File: src/rtl/core/rcsm_pkg.sv
package rcsm_pkg;

    localparam int unsigned EMA_SHIFT_DEF = 2;
    localparam int unsigned ADC_BITS_DEF  = 12;
    localparam int unsigned AXIS_W  = 12;
    localparam int unsigned CHAN_W  = 11;
    localparam int unsigned PIN_N   = 14;
    localparam int unsigned CFG_IDX_W  = 3;
    localparam int unsigned CFG_DATA_W = 12;
    localparam int unsigned DIV_W   = 24;

    typedef enum logic [CFG_IDX_W-1:0] {
        REG_CAL_MIN     = 3'd0,
        REG_CAL_CENTER  = 3'd1,
        REG_CAL_MAX     = 3'd2,
        REG_DEAD_BAND   = 3'd3,
        REG_CHAN_LOW    = 3'd4,
        REG_CHAN_MIDDLE = 3'd5,
        REG_CHAN_HIGH   = 3'd6,
        REG_DEBOUNCE    = 3'd7
    } cfg_idx_t;

    typedef struct packed {
        logic [AXIS_W-1:0] cal_min;
        logic [AXIS_W-1:0] cal_center;
        logic [AXIS_W-1:0] cal_max;
        logic [AXIS_W-1:0] dead_band;
        logic [CHAN_W-1:0] chan_low;
        logic [CHAN_W-1:0] chan_middle;
        logic [CHAN_W-1:0] chan_high;
        logic [3:0]        debounce_len;
    } cfg_t;

    // one queued job: averaged sticks and debounced pins
    typedef struct packed {
        logic [3:0][AXIS_W-1:0] avg;
        logic [PIN_N-1:0]       stable;
    } job_t;

    typedef enum logic [2:0] {
        B_IDLE,
        B_SETUP,
        B_DIV,
        B_CLAMP,
        B_EMIT
    } back_state_t;

endpackage

File: src/rtl/core/rcsm_if.sv
interface rcsm_in_if;
    logic                             valid;
    logic                             ready;
    logic [rcsm_pkg::AXIS_W-1:0]      axis_roll;
    logic [rcsm_pkg::AXIS_W-1:0]      axis_pitch;
    logic [rcsm_pkg::AXIS_W-1:0]      axis_throttle;
    logic [rcsm_pkg::AXIS_W-1:0]      axis_yaw;
    logic [rcsm_pkg::PIN_N-1:0]       pins_pressed;
    modport source (output valid, axis_roll, axis_pitch, axis_throttle, axis_yaw,
                    pins_pressed, input ready);
    modport sink (input valid, axis_roll, axis_pitch, axis_throttle, axis_yaw,
                  pins_pressed, output ready);
endinterface

interface rcsm_out_if;
    logic                             valid;
    logic                             ready;
    logic [3:0]                       channel_index;
    logic [rcsm_pkg::CHAN_W-1:0]      channel_value;
    logic                             long_range_wanted;
    logic                             last_channel;
    modport source (output valid, channel_index, channel_value, long_range_wanted,
                    last_channel, input ready);
    modport sink (input valid, channel_index, channel_value, long_range_wanted,
                  last_channel, output ready);
endinterface

File: src/rtl/core/rcsm_front.sv
module rcsm_front #(
    parameter int unsigned EMA_SHIFT = rcsm_pkg::EMA_SHIFT_DEF,
    parameter int unsigned ADC_BITS  = rcsm_pkg::ADC_BITS_DEF
) (
    input  logic                 clk,
    input  logic                 rst_n,
    rcsm_in_if.sink              in_ch,
    input  logic [3:0]           debounce_len,
    output logic                 job_valid,
    input  logic                 job_ready,
    output rcsm_pkg::job_t       job
);
    localparam int unsigned PIN_N = rcsm_pkg::PIN_N;
    localparam int unsigned AW = rcsm_pkg::AXIS_W;

    logic [3:0][AW-1:0]   avg_reg;
    logic [3:0][AW-1:0]   avg_next;
    logic                 primed_reg;
    logic [PIN_N-1:0]     stable_reg;
    logic [PIN_N-1:0]     stable_next;
    logic [PIN_N-1:0][3:0] cnt_reg;
    logic [PIN_N-1:0][3:0] cnt_next;
    logic [3:0][AW-1:0]   x;
    logic                 acc;

    assign in_ch.ready = job_ready;
    assign acc = in_ch.valid & job_ready;

    always_comb
    begin
        logic signed [AW+1:0] d;
        logic [AW+1:0]        mag;
        logic [AW+1:0]        stp;
        logic [4:0]           c1;
        x[0] = in_ch.axis_roll     & AW'((1 << ADC_BITS) - 1);
        x[1] = in_ch.axis_pitch    & AW'((1 << ADC_BITS) - 1);
        x[2] = in_ch.axis_throttle & AW'((1 << ADC_BITS) - 1);
        x[3] = in_ch.axis_yaw      & AW'((1 << ADC_BITS) - 1);
        for (int i = 0; i < 4; i++)
        begin
            mag = '0;
            stp = '0;
            d = $signed({2'b00, x[i]}) - $signed({2'b00, avg_reg[i]});
            if (!primed_reg)
                avg_next[i] = x[i];
            else if (d >= 0)
            begin
                stp = (AW+2)'(d) >> EMA_SHIFT;
                avg_next[i] = avg_reg[i] + stp[AW-1:0];
            end
            else
            begin
                mag = (AW+2)'(-d) + (AW+2)'((1 << EMA_SHIFT) - 1);
                stp = mag >> EMA_SHIFT;
                avg_next[i] = avg_reg[i] - stp[AW-1:0];
            end
        end
        for (int p = 0; p < PIN_N; p++)
        begin
            stable_next[p] = stable_reg[p];
            c1 = {1'b0, cnt_reg[p]} + 5'd1;
            if (in_ch.pins_pressed[p] == stable_reg[p])
                cnt_next[p] = 4'd0;
            else if (c1[3:0] >= debounce_len)
            begin
                stable_next[p] = in_ch.pins_pressed[p];
                cnt_next[p] = 4'd0;
            end
            else
                cnt_next[p] = c1[3:0];
        end
    end

    always_ff @(posedge clk or negedge rst_n)
    begin
        if (!rst_n)
        begin
            avg_reg    <= '0;
            primed_reg <= 1'b0;
            stable_reg <= '0;
            cnt_reg    <= '0;
        end
        else if (acc)
        begin
            avg_reg    <= avg_next;
            primed_reg <= 1'b1;
            stable_reg <= stable_next;
            cnt_reg    <= cnt_next;
        end
    end

    assign job_valid  = in_ch.valid;
    assign job.avg    = avg_next;
    assign job.stable = stable_next;
endmodule

File: src/rtl/core/rcsm_queue.sv
module rcsm_queue (
    input  logic           clk,
    input  logic           rst_n,
    input  logic           wr_valid,
    output logic           wr_ready,
    input  rcsm_pkg::job_t wr_data,
    output logic           rd_valid,
    input  logic           rd_ready,
    output rcsm_pkg::job_t rd_data
);
    rcsm_pkg::job_t mem_reg [2];
    logic       wp_reg;
    logic       rp_reg;
    logic [1:0] cnt_reg;
    logic       wr;
    logic       rd;

    assign wr_ready = (cnt_reg != 2'd2);
    assign rd_valid = (cnt_reg != 2'd0);
    assign wr = wr_valid & wr_ready;
    assign rd = rd_valid & rd_ready;
    assign rd_data = mem_reg[rp_reg];

    always_ff @(posedge clk)
    begin
        if (wr)
            mem_reg[wp_reg] <= wr_data;
    end

    always_ff @(posedge clk or negedge rst_n)
    begin
        if (!rst_n)
        begin
            wp_reg  <= 1'b0;
            rp_reg  <= 1'b0;
            cnt_reg <= 2'd0;
        end
        else
        begin
            if (wr)
                wp_reg <= ~wp_reg;
            if (rd)
                rp_reg <= ~rp_reg;
            cnt_reg <= cnt_reg + {1'b0, wr} - {1'b0, rd};
        end
    end
endmodule

File: src/rtl/core/rcsm_back.sv
module rcsm_back (
    input  logic           clk,
    input  logic           rst_n,
    input  rcsm_pkg::cfg_t cfg,
    input  logic           job_valid,
    output logic           job_ready,
    input  rcsm_pkg::job_t job,
    rcsm_out_if.source     out_ch
);
    localparam int unsigned AW = rcsm_pkg::AXIS_W;
    localparam int unsigned CW = rcsm_pkg::CHAN_W;
    localparam int unsigned DW = rcsm_pkg::DIV_W;

    rcsm_pkg::back_state_t state_reg, state_next;
    rcsm_pkg::job_t        job_reg;
    logic [1:0]            axis_reg;
    logic [3:0][CW-1:0]    stick_reg;
    logic [4:0]            bit_reg;
    logic [DW-1:0]         quo_reg;
    logic [AW:0]           rem_reg;
    logic [AW-1:0]         den_reg;
    logic                  up_reg;
    logic [3:0]            ch_reg;
    logic                  take;

    // setup: deadband and spans
    logic signed [AW+1:0] v, ctr, db, span_lo, span_hi, vc;
    logic [DW-1:0]        num;
    logic                 in_db;
    logic                 setup_mid;
    logic                 setup_up;
    logic [AW-1:0]        setup_den;
    always_comb
    begin
        v   = $signed({2'b00, job_reg.avg[axis_reg]});
        ctr = $signed({2'b00, cfg.cal_center});
        db  = $signed({2'b00, cfg.dead_band});
        span_lo = ctr - $signed({2'b00, cfg.cal_min});
        span_hi = $signed({2'b00, cfg.cal_max}) - ctr;
        in_db = (v > ctr - db) && (v < ctr + db);
        setup_up = (v > ctr);
        vc = v;
        num = '0;
        setup_den = '0;
        setup_mid = in_db;
        if (!setup_up)
        begin
            if (span_lo <= 0)
                setup_mid = 1'b1;
            if (v < $signed({2'b00, cfg.cal_min}))
                vc = $signed({2'b00, cfg.cal_min});
            setup_den = span_lo[AW-1:0];
            num = DW'($unsigned(ctr - vc));
        end
        else
        begin
            if (span_hi <= 0)
                setup_mid = 1'b1;
            if (v > $signed({2'b00, cfg.cal_max}))
                vc = $signed({2'b00, cfg.cal_max});
            setup_den = span_hi[AW-1:0];
            num = DW'($unsigned(vc - ctr));
        end
    end

    // signed product: chan difference may be negative, divide magnitude
    logic                 neg_reg;
    logic signed [CW+1:0] dch;
    always_comb
    begin
        if (!setup_up)
            dch = $signed({2'b0, cfg.chan_middle}) - $signed({2'b0, cfg.chan_low});
        else
            dch = $signed({2'b0, cfg.chan_high}) - $signed({2'b0, cfg.chan_middle});
    end
    logic [CW+1:0] dmag;
    logic [DW-1:0] num_mag;
    always_comb
    begin
        if (dch < 0)
            dmag = $unsigned(-dch);
        else
            dmag = $unsigned(dch);
        num_mag = num * DW'(dmag);
    end

    // restoring division step
    logic [AW+1:0] trial;
    logic [AW:0]   rem_sh;
    always_comb
    begin
        rem_sh = {rem_reg[AW-1:0], quo_reg[DW-1]};
        trial  = {1'b0, rem_sh} - {2'b00, den_reg};
    end

    // combine and clamp
    logic signed [DW+1:0] r;
    logic [CW-1:0]        clamped;
    always_comb
    begin
        if (neg_reg ^ !up_reg)
            r = $signed({2'b0, cfg.chan_middle}) - $signed({2'b0, quo_reg});
        else
            r = $signed({2'b0, cfg.chan_middle}) + $signed({2'b0, quo_reg});
        if (r < $signed({2'b0, cfg.chan_low}))
            r = $signed({2'b0, cfg.chan_low});
        if (r > $signed({2'b0, cfg.chan_high}))
            r = $signed({2'b0, cfg.chan_high});
        clamped = r[CW-1:0];
    end

    always_comb
    begin
        state_next = state_reg;
        case (state_reg)
            rcsm_pkg::B_IDLE:  if (job_valid) state_next = rcsm_pkg::B_SETUP;
            rcsm_pkg::B_SETUP: state_next = setup_mid ? (axis_reg == 2'd3 ?
                                   rcsm_pkg::B_EMIT : rcsm_pkg::B_SETUP) : rcsm_pkg::B_DIV;
            rcsm_pkg::B_DIV:   if (bit_reg == 5'd0) state_next = rcsm_pkg::B_CLAMP;
            rcsm_pkg::B_CLAMP: state_next = (axis_reg == 2'd3) ? rcsm_pkg::B_EMIT :
                                   rcsm_pkg::B_SETUP;
            rcsm_pkg::B_EMIT:  if (take && ch_reg == 4'd15) state_next = rcsm_pkg::B_IDLE;
            default:           state_next = rcsm_pkg::B_IDLE;
        endcase
    end

    logic [CW-1:0] ch_val;
    always_comb
    begin
        case (ch_reg)
            4'd0, 4'd1, 4'd2, 4'd3: ch_val = stick_reg[ch_reg[1:0]];
            4'd4:  ch_val = job_reg.stable[0] ? cfg.chan_high : cfg.chan_low;
            4'd5:  ch_val = job_reg.stable[1] ? cfg.chan_low :
                            (job_reg.stable[2] ? cfg.chan_high : cfg.chan_middle);
            4'd6:  ch_val = job_reg.stable[3] ? cfg.chan_high : cfg.chan_low;
            4'd7:  ch_val = job_reg.stable[4] ? cfg.chan_high : cfg.chan_low;
            4'd8:  ch_val = cfg.chan_middle;
            4'd9:  ch_val = job_reg.stable[6] ? cfg.chan_low :
                            (job_reg.stable[7] ? cfg.chan_high : cfg.chan_middle);
            default: ch_val = job_reg.stable[ch_reg - 4'd2] ? cfg.chan_high : cfg.chan_low;
        endcase
    end

    assign job_ready = (state_reg == rcsm_pkg::B_IDLE);
    assign take = out_ch.valid & out_ch.ready;

    always_comb
    begin
        out_ch.valid             = (state_reg == rcsm_pkg::B_EMIT);
        out_ch.channel_index     = ch_reg;
        out_ch.channel_value     = ch_val;
        out_ch.long_range_wanted = job_reg.stable[5];
        out_ch.last_channel      = (ch_reg == 4'd15);
    end

    always_ff @(posedge clk)
    begin
        case (state_reg)
            rcsm_pkg::B_IDLE:
                if (job_valid)
                    job_reg <= job;
            rcsm_pkg::B_SETUP:
            begin
                quo_reg <= num_mag;
                rem_reg <= '0;
                den_reg <= setup_den;
                up_reg  <= setup_up;
                neg_reg <= (dch < 0);
                if (setup_mid)
                    stick_reg[axis_reg] <= cfg.chan_middle;
            end
            rcsm_pkg::B_DIV:
            begin
                if (!trial[AW+1])
                begin
                    rem_reg <= trial[AW:0];
                    quo_reg <= {quo_reg[DW-2:0], 1'b1};
                end
                else
                begin
                    rem_reg <= rem_sh;
                    quo_reg <= {quo_reg[DW-2:0], 1'b0};
                end
            end
            rcsm_pkg::B_CLAMP:
                stick_reg[axis_reg] <= clamped;
            default: ;
        endcase
    end

    always_ff @(posedge clk or negedge rst_n)
    begin
        if (!rst_n)
        begin
            state_reg <= rcsm_pkg::B_IDLE;
            axis_reg  <= 2'd0;
            bit_reg   <= 5'd0;
            ch_reg    <= 4'd0;
        end
        else
        begin
            state_reg <= state_next;
            case (state_reg)
                rcsm_pkg::B_IDLE:
                begin
                    axis_reg <= 2'd0;
                    ch_reg   <= 4'd0;
                end
                rcsm_pkg::B_SETUP:
                begin
                    bit_reg <= 5'(DW - 1);
                    if (setup_mid)
                        axis_reg <= axis_reg + 2'd1;
                end
                rcsm_pkg::B_DIV:
                    bit_reg <= bit_reg - 5'd1;
                rcsm_pkg::B_CLAMP:
                    axis_reg <= axis_reg + 2'd1;
                rcsm_pkg::B_EMIT:
                    if (take)
                        ch_reg <= ch_reg + 4'd1;
                default:
                    ch_reg <= ch_reg;
            endcase
        end
    end
endmodule

File: src/rtl/core/rc_stick_switch_channel_mapper.sv
// channel  direction  payload
// in_ch    sink       four 12-bit stick readings, 14 pressed-pin flags
// out_ch   source     channel index, 11-bit value, range bit, last flag
// cfg      write      eight calibration and debounce registers
//
// each sample yields 16 channel requests; after the idle state the back end visits
// per axis a setup state, plus the divider and clamp states when the axis is scaled,
// then the emit state for every request. the front end filters and debounces in the
// accept cycle and a two-entry queue lets it run ahead.
// rst_n clears filter, debounce and control state and loads register defaults.
// out_ch stalls hold the current request; in_ch stalls only when the queue is full.
module rc_stick_switch_channel_mapper #(
    parameter int unsigned EMA_SHIFT = rcsm_pkg::EMA_SHIFT_DEF,
    parameter int unsigned ADC_BITS  = rcsm_pkg::ADC_BITS_DEF
) (
    input  logic                              clk,
    input  logic                              rst_n,
    rcsm_in_if.sink                           in_ch,
    rcsm_out_if.source                        out_ch,
    input  logic                              cfg_we,
    input  logic [rcsm_pkg::CFG_IDX_W-1:0]    cfg_index,
    input  logic [rcsm_pkg::CFG_DATA_W-1:0]   cfg_data
);
    rcsm_pkg::cfg_t cfg_reg;
    rcsm_pkg::job_t fj, bj;
    logic fv, fr, bv, br;

    always_ff @(posedge clk or negedge rst_n)
    begin
        if (!rst_n)
        begin
            cfg_reg.cal_min      <= 12'd100;
            cfg_reg.cal_center   <= 12'd2048;
            cfg_reg.cal_max      <= 12'd3995;
            cfg_reg.dead_band    <= 12'd20;
            cfg_reg.chan_low     <= 11'd172;
            cfg_reg.chan_middle  <= 11'd992;
            cfg_reg.chan_high    <= 11'd1811;
            cfg_reg.debounce_len <= 4'd3;
        end
        else if (cfg_we)
        begin
            case (rcsm_pkg::cfg_idx_t'(cfg_index))
                rcsm_pkg::REG_CAL_MIN:     cfg_reg.cal_min      <= cfg_data;
                rcsm_pkg::REG_CAL_CENTER:  cfg_reg.cal_center   <= cfg_data;
                rcsm_pkg::REG_CAL_MAX:     cfg_reg.cal_max      <= cfg_data;
                rcsm_pkg::REG_DEAD_BAND:   cfg_reg.dead_band    <= cfg_data;
                rcsm_pkg::REG_CHAN_LOW:    cfg_reg.chan_low     <= cfg_data[10:0];
                rcsm_pkg::REG_CHAN_MIDDLE: cfg_reg.chan_middle  <= cfg_data[10:0];
                rcsm_pkg::REG_CHAN_HIGH:   cfg_reg.chan_high    <= cfg_data[10:0];
                rcsm_pkg::REG_DEBOUNCE:    cfg_reg.debounce_len <= cfg_data[3:0];
                default:                   cfg_reg <= cfg_reg;
            endcase
        end
    end

    rcsm_front #(.EMA_SHIFT(EMA_SHIFT), .ADC_BITS(ADC_BITS)) u_front (
        .clk(clk), .rst_n(rst_n), .in_ch(in_ch), .debounce_len(cfg_reg.debounce_len),
        .job_valid(fv), .job_ready(fr), .job(fj)
    );

    rcsm_queue u_queue (
        .clk(clk), .rst_n(rst_n), .wr_valid(fv), .wr_ready(fr), .wr_data(fj),
        .rd_valid(bv), .rd_ready(br), .rd_data(bj)
    );

    rcsm_back u_back (
        .clk(clk), .rst_n(rst_n), .cfg(cfg_reg), .job_valid(bv), .job_ready(br),
        .job(bj), .out_ch(out_ch)
    );
endmodule

File: src/flat_wrapper.sv
// flat-port wrapper written by rule: the top's interface ports become plain ports
module rc_stick_switch_channel_mapper_flat 
#(
    parameter int unsigned EMA_SHIFT = rcsm_pkg::EMA_SHIFT_DEF,
    parameter int unsigned ADC_BITS  = rcsm_pkg::ADC_BITS_DEF
)
  (clk, rst_n, cfg_we, cfg_index, cfg_data, in_ch_valid, in_ch_axis_roll, in_ch_axis_pitch, in_ch_axis_throttle, in_ch_axis_yaw, in_ch_pins_pressed, in_ch_ready, out_ch_valid, out_ch_channel_index, out_ch_channel_value, out_ch_long_range_wanted, out_ch_last_channel, out_ch_ready);
  rcsm_in_if in_ch_i ();
  rcsm_out_if out_ch_i ();
  input  logic clk;
  input  logic rst_n;
  input  logic cfg_we;
  input  logic [rcsm_pkg::CFG_IDX_W-1:0] cfg_index;
  input  logic [rcsm_pkg::CFG_DATA_W-1:0] cfg_data;
  input wire logic [$bits(in_ch_i.valid)-1:0] in_ch_valid;
  input wire logic [$bits(in_ch_i.axis_roll)-1:0] in_ch_axis_roll;
  input wire logic [$bits(in_ch_i.axis_pitch)-1:0] in_ch_axis_pitch;
  input wire logic [$bits(in_ch_i.axis_throttle)-1:0] in_ch_axis_throttle;
  input wire logic [$bits(in_ch_i.axis_yaw)-1:0] in_ch_axis_yaw;
  input wire logic [$bits(in_ch_i.pins_pressed)-1:0] in_ch_pins_pressed;
  output wire logic [$bits(in_ch_i.ready)-1:0] in_ch_ready;
  output wire logic [$bits(out_ch_i.valid)-1:0] out_ch_valid;
  output wire logic [$bits(out_ch_i.channel_index)-1:0] out_ch_channel_index;
  output wire logic [$bits(out_ch_i.channel_value)-1:0] out_ch_channel_value;
  output wire logic [$bits(out_ch_i.long_range_wanted)-1:0] out_ch_long_range_wanted;
  output wire logic [$bits(out_ch_i.last_channel)-1:0] out_ch_last_channel;
  input wire logic [$bits(out_ch_i.ready)-1:0] out_ch_ready;
  assign in_ch_i.valid = in_ch_valid;
  assign in_ch_i.axis_roll = in_ch_axis_roll;
  assign in_ch_i.axis_pitch = in_ch_axis_pitch;
  assign in_ch_i.axis_throttle = in_ch_axis_throttle;
  assign in_ch_i.axis_yaw = in_ch_axis_yaw;
  assign in_ch_i.pins_pressed = in_ch_pins_pressed;
  assign in_ch_ready = in_ch_i.ready;
  assign out_ch_valid = out_ch_i.valid;
  assign out_ch_channel_index = out_ch_i.channel_index;
  assign out_ch_channel_value = out_ch_i.channel_value;
  assign out_ch_long_range_wanted = out_ch_i.long_range_wanted;
  assign out_ch_last_channel = out_ch_i.last_channel;
  assign out_ch_i.ready = out_ch_ready;
  rc_stick_switch_channel_mapper #(.EMA_SHIFT(EMA_SHIFT), .ADC_BITS(ADC_BITS)) u_core (.clk(clk), .rst_n(rst_n), .in_ch(in_ch_i), .out_ch(out_ch_i), .cfg_we(cfg_we), .cfg_index(cfg_index), .cfg_data(cfg_data));
endmodule
File: config.mk
export PLATFORM = sky130hd
export DESIGN_NAME = rc_stick_switch_channel_mapper_flat
export DESIGN_NICKNAME = d
export VERILOG_FILES = /design/src/rtl/core/rcsm_pkg.sv /design/src/rtl/core/rcsm_if.sv /design/src/rtl/core/rcsm_front.sv /design/src/rtl/core/rcsm_queue.sv /design/src/rtl/core/rcsm_back.sv /design/src/rtl/core/rc_stick_switch_channel_mapper.sv /design/src/flat_wrapper.sv
export SDC_FILE = /design/constraint.sdc
export NUM_CORES = 2
export LEC_CHECK = 0
export ABC_AREA = 0
export BUFFER_PORTS_ARGS = -buffer_cell sky130_fd_sc_hd__buf_2
export CORE_ASPECT_RATIO = 1.1
export CORE_MARGIN = 8
export CORE_UTILIZATION = 60
export DETAILED_ROUTE_END_ITERATION = 10
export PLACE_DENSITY = 0.78
export SLEW_MARGIN = 20
export SYNTH_ARGS = -nofsm -noshare
export SYNTH_HDL_FRONTEND = slang
export SYNTH_HIERARCHICAL = 1
export SYNTH_SLANG_ARGS = --single-unit
export TNS_END_PERCENT = 1
File: constraint.sdc
create_clock -name clk -period 31.2 [get_ports clk]
set_input_delay 1.56 -clock clk [delete_from_list [all_inputs] [get_ports clk]]
set_output_delay 1.56 -clock clk [all_outputs]
set_load 0.005 [all_outputs]
==> metrics.md <==
| Metric | Value |
|---|---|
| Status | completed |
| # H-tree levels | 2 |
| DRC | 0 |
| Min Tclk post-route | 11550 ps |
| I/O pin total | 101 |
| Final period util | 0.370 |
| CP Launch Type | flop |
| Clock tree buffer depth | 3 |
| Final Max Slew Viols | 0 |
| Sequential fraction of the synthesis area | 0.316 |
| Core Rows | 104 |
| Initial antenna violation count | 11 |
| Post-synth cell types | 111 |
| Routed len/inst | 20.3 µm |
| Mapped Cells | 4530 |
| Clock-pin slew on the worst setup and hold paths | 60 ps |
| GRT Overall Usage | 0.270 |
| Vias per std cell | 6.19 |
| Wire length on met1 | 45.9 mm |
| Crit path max-delay cell type | dfrtp_1 |
| Die Height | 301 µm |
| Slew margin rel. | 0.249 |
| CP required | 31540 ps |
| Vias in the first global route | 34332 |
| Worst-skew pair later-pin latency | 640 ps |
| Post-CTS setup buffers | 0 |
| Post-CTS sizing | 0 |
| Largest register FFs | 124 |
| Die area | 0.0828 mm² |
| GP Congestion | 0.978 |
| WL met2 | 56.0 mm |
| Synth warn | 6 |
| Fraction of layout cells with a size suffix above 1 | 0.130 |
| PortBufs | 100 |
| Most frequent cells in the layout | ha_1, inv_1, nor2_1 |
| Placeable core area | 0.0731 mm² |
| DP HPWL | 84.3 mm |
| Syn avg cell area | 9.79 µm² |
| Global-route wire length before repair | 181 mm |
| Uppermost layer routed | met5 |
| Starting density of the core | 0.606 |
| Detailed Route Iter0 Violations | 2865 |
| Crit. End Element | flop |
| Clk_skew | 35.5 ps |
| Die X | 275 µm |
| Met3 WL | 6.36 mm |
| Ys async rst share | 0.442 |
| TritonCTS Sinks | 502 |
| HP Class | reg -> reg |
| Final Hold Viols | 0 |
| Synthesis-stage register bit count | 502 |
| Worst endpoint data arrival time | 11890 ps |
| Pin count of the biggest net entering global routing | 95 |
| Final setup fails | 0 |
| Fillers | 5744 |
| Maxcap violations | 0 |
| RSZ-0062 raised after global routing | false |
| CTS root buffer | clkbuf_16 |
| Cts bufs inserted | 54 |
| FF/Latch Area | 0.0140 mm² |
| WS Path Type | reg -> reg |
| Fmax | 0.0866 GHz |
| Post-DRT Antenna Nets | 0 |
| Vias post-DR | 34488 |
| Crit Path Max Fanout | 48 |
| Setup TNS | 0 ps |
| Remaining global-route overflow | 0 |
| Post-Route WL | 113 mm |
| Commonest non-fill, non-tap cell in the layout | ha_1 |
| Worst Max-Slew Pin Slew | 1120 ps |
| Synthesized cell area | 0.0443 mm² |
| Area of the multi-input gates | 0.0281 mm² |
| Area grow syn2layout | 7.49% |
| Cell mode on critical path | inv_1 |
| # nets final | 5245 |
| 1st-pass router iterations | 9 |
| CP peak stage delay | 930 ps |
| Post-synth EDFFs | 280 |
| Main flop type after synthesis | edfxtp_1 |
| Cts hold-fix bufs | 0 |
| CTS tree | yes |
metrics by stage:
stage / hold WS [ps] / std cells / utilization / instance area, µm² / setup slack, ps
2_1_floorplan: 446 / 4539 / - / 44400 / 20800
3_3_place_gp: 460 / 5464 / 0.625 / 45700 / 20080
3_5_place_dp: 489 / 5464 / 0.625 / 45700 / 19820
4_1_cts: 497 / 5566 / 0.651 / 47600 / 19800
5_1_grt: 541 / 5570 / 0.651 / 47600 / 18940
6_report: 504 / 5574 / 0.652 / 47600 / 19650
worst max-delay path: cells and delay by family (launching register included):
kind,cells,cell delay [ps]
multiplexers,2,1520
flip-flops,1,930
AND/OR/NAND/NOR,9,1290
AO/OA/AOI/OAI,9,1590
buffers and inverters,8,1280
XOR/XNOR,2,1010
adder cells (fa/ha/maj),8,3580
kinds of logic (layout without fill, tap and decap cells):
kind of cell	count (synthesis)	count (layout)	share of synthesized area
simple gates	1275	1275	0.143
xor+xnor	257	257	0.0517
compound gates	965	965	0.148
buf+inv	589	663	0.0518
mux	344	344	0.0966
flops	502	502	0.316
fa+ha+maj	596	596	0.193
other cells	2	18	0.000169
metal layers:
layer,vias up,GRT usage
li1,16321,-
met1,16717,0.332
met3,270,0.0323
met4,2,0.121
met5,-,0
met2,1178,0.472
path summary, 6_finish.rpt:
| kind | start | endpoint | slack [ps] | cells after the start |
|---|---|---|---|---|
| max | u_core/u_back/axis_reg[0] | u_core/u_back/quo_reg[21] | 19650 | 38 |
| min | u_core/u_back/bit_reg[4] | u_core/u_back/bit_reg[4] | 500 | 1 |
| max reg2reg | u_core/u_back/axis_reg[0] | u_core/u_back/quo_reg[21] | 19650 | 38 |
| min reg2reg | u_core/u_back/bit_reg[4] | u_core/u_back/bit_reg[4] | 500 | 1 |
| max in group asynchronous | rst_n | u_core/cfg_reg[54] | 28800 | 2 |
| min in group asynchronous | rst_n | u_core/u_front/cnt_reg[44] | 970 | 1 |
layout make-up:
class                   count  area share
diodes                      7    0.000368
clock buffers              71      0.0323
clock inverters            31     0.00819
inverters                 428      0.0337
multi-input cells        3448       0.590
flip-flops and latches    502       0.294
well taps                 954      0.0251
repair buffers            133      0.0159
synth_stat cells, drive strengths merged, types with 13 or more instances:
cell type  number  area, µm²
and3           55        347
a21oi         236       1180
o21ai         196        981
or2            41        256
fa            145       2900
xor2           95        832
xnor2         159       1390
edfxtp        280       8410
o21a           43        323
nand2         289       1080
o21bai         26        195
a2111oi        18        220
a21o           86        646
mux2          248       3000
ha            451       5640
nand4          40        250
or3            27        174
a31oi          23        156
o211ai         46        345
nor2          354       1330
a211oi         49        378
o31a           15        133
nor3           97        490
nor3b          13       97.6
a22o           45        394
inv           428       1610
nor2b          67        419
dfstp          32        841
mux4           26        586
mux2i          70        701
buf            32        203
nor4           26        184
dfrtp         190       4750
nand3         106        531
nand2b         95        604
o31ai          25        193
a21boi         15        113
and2           20        125
clkbuf        129        485
Power is left out: the tool's default activity adds up to more than one toggle a clock period on the data nets, which glitch-free logic cannot reach.
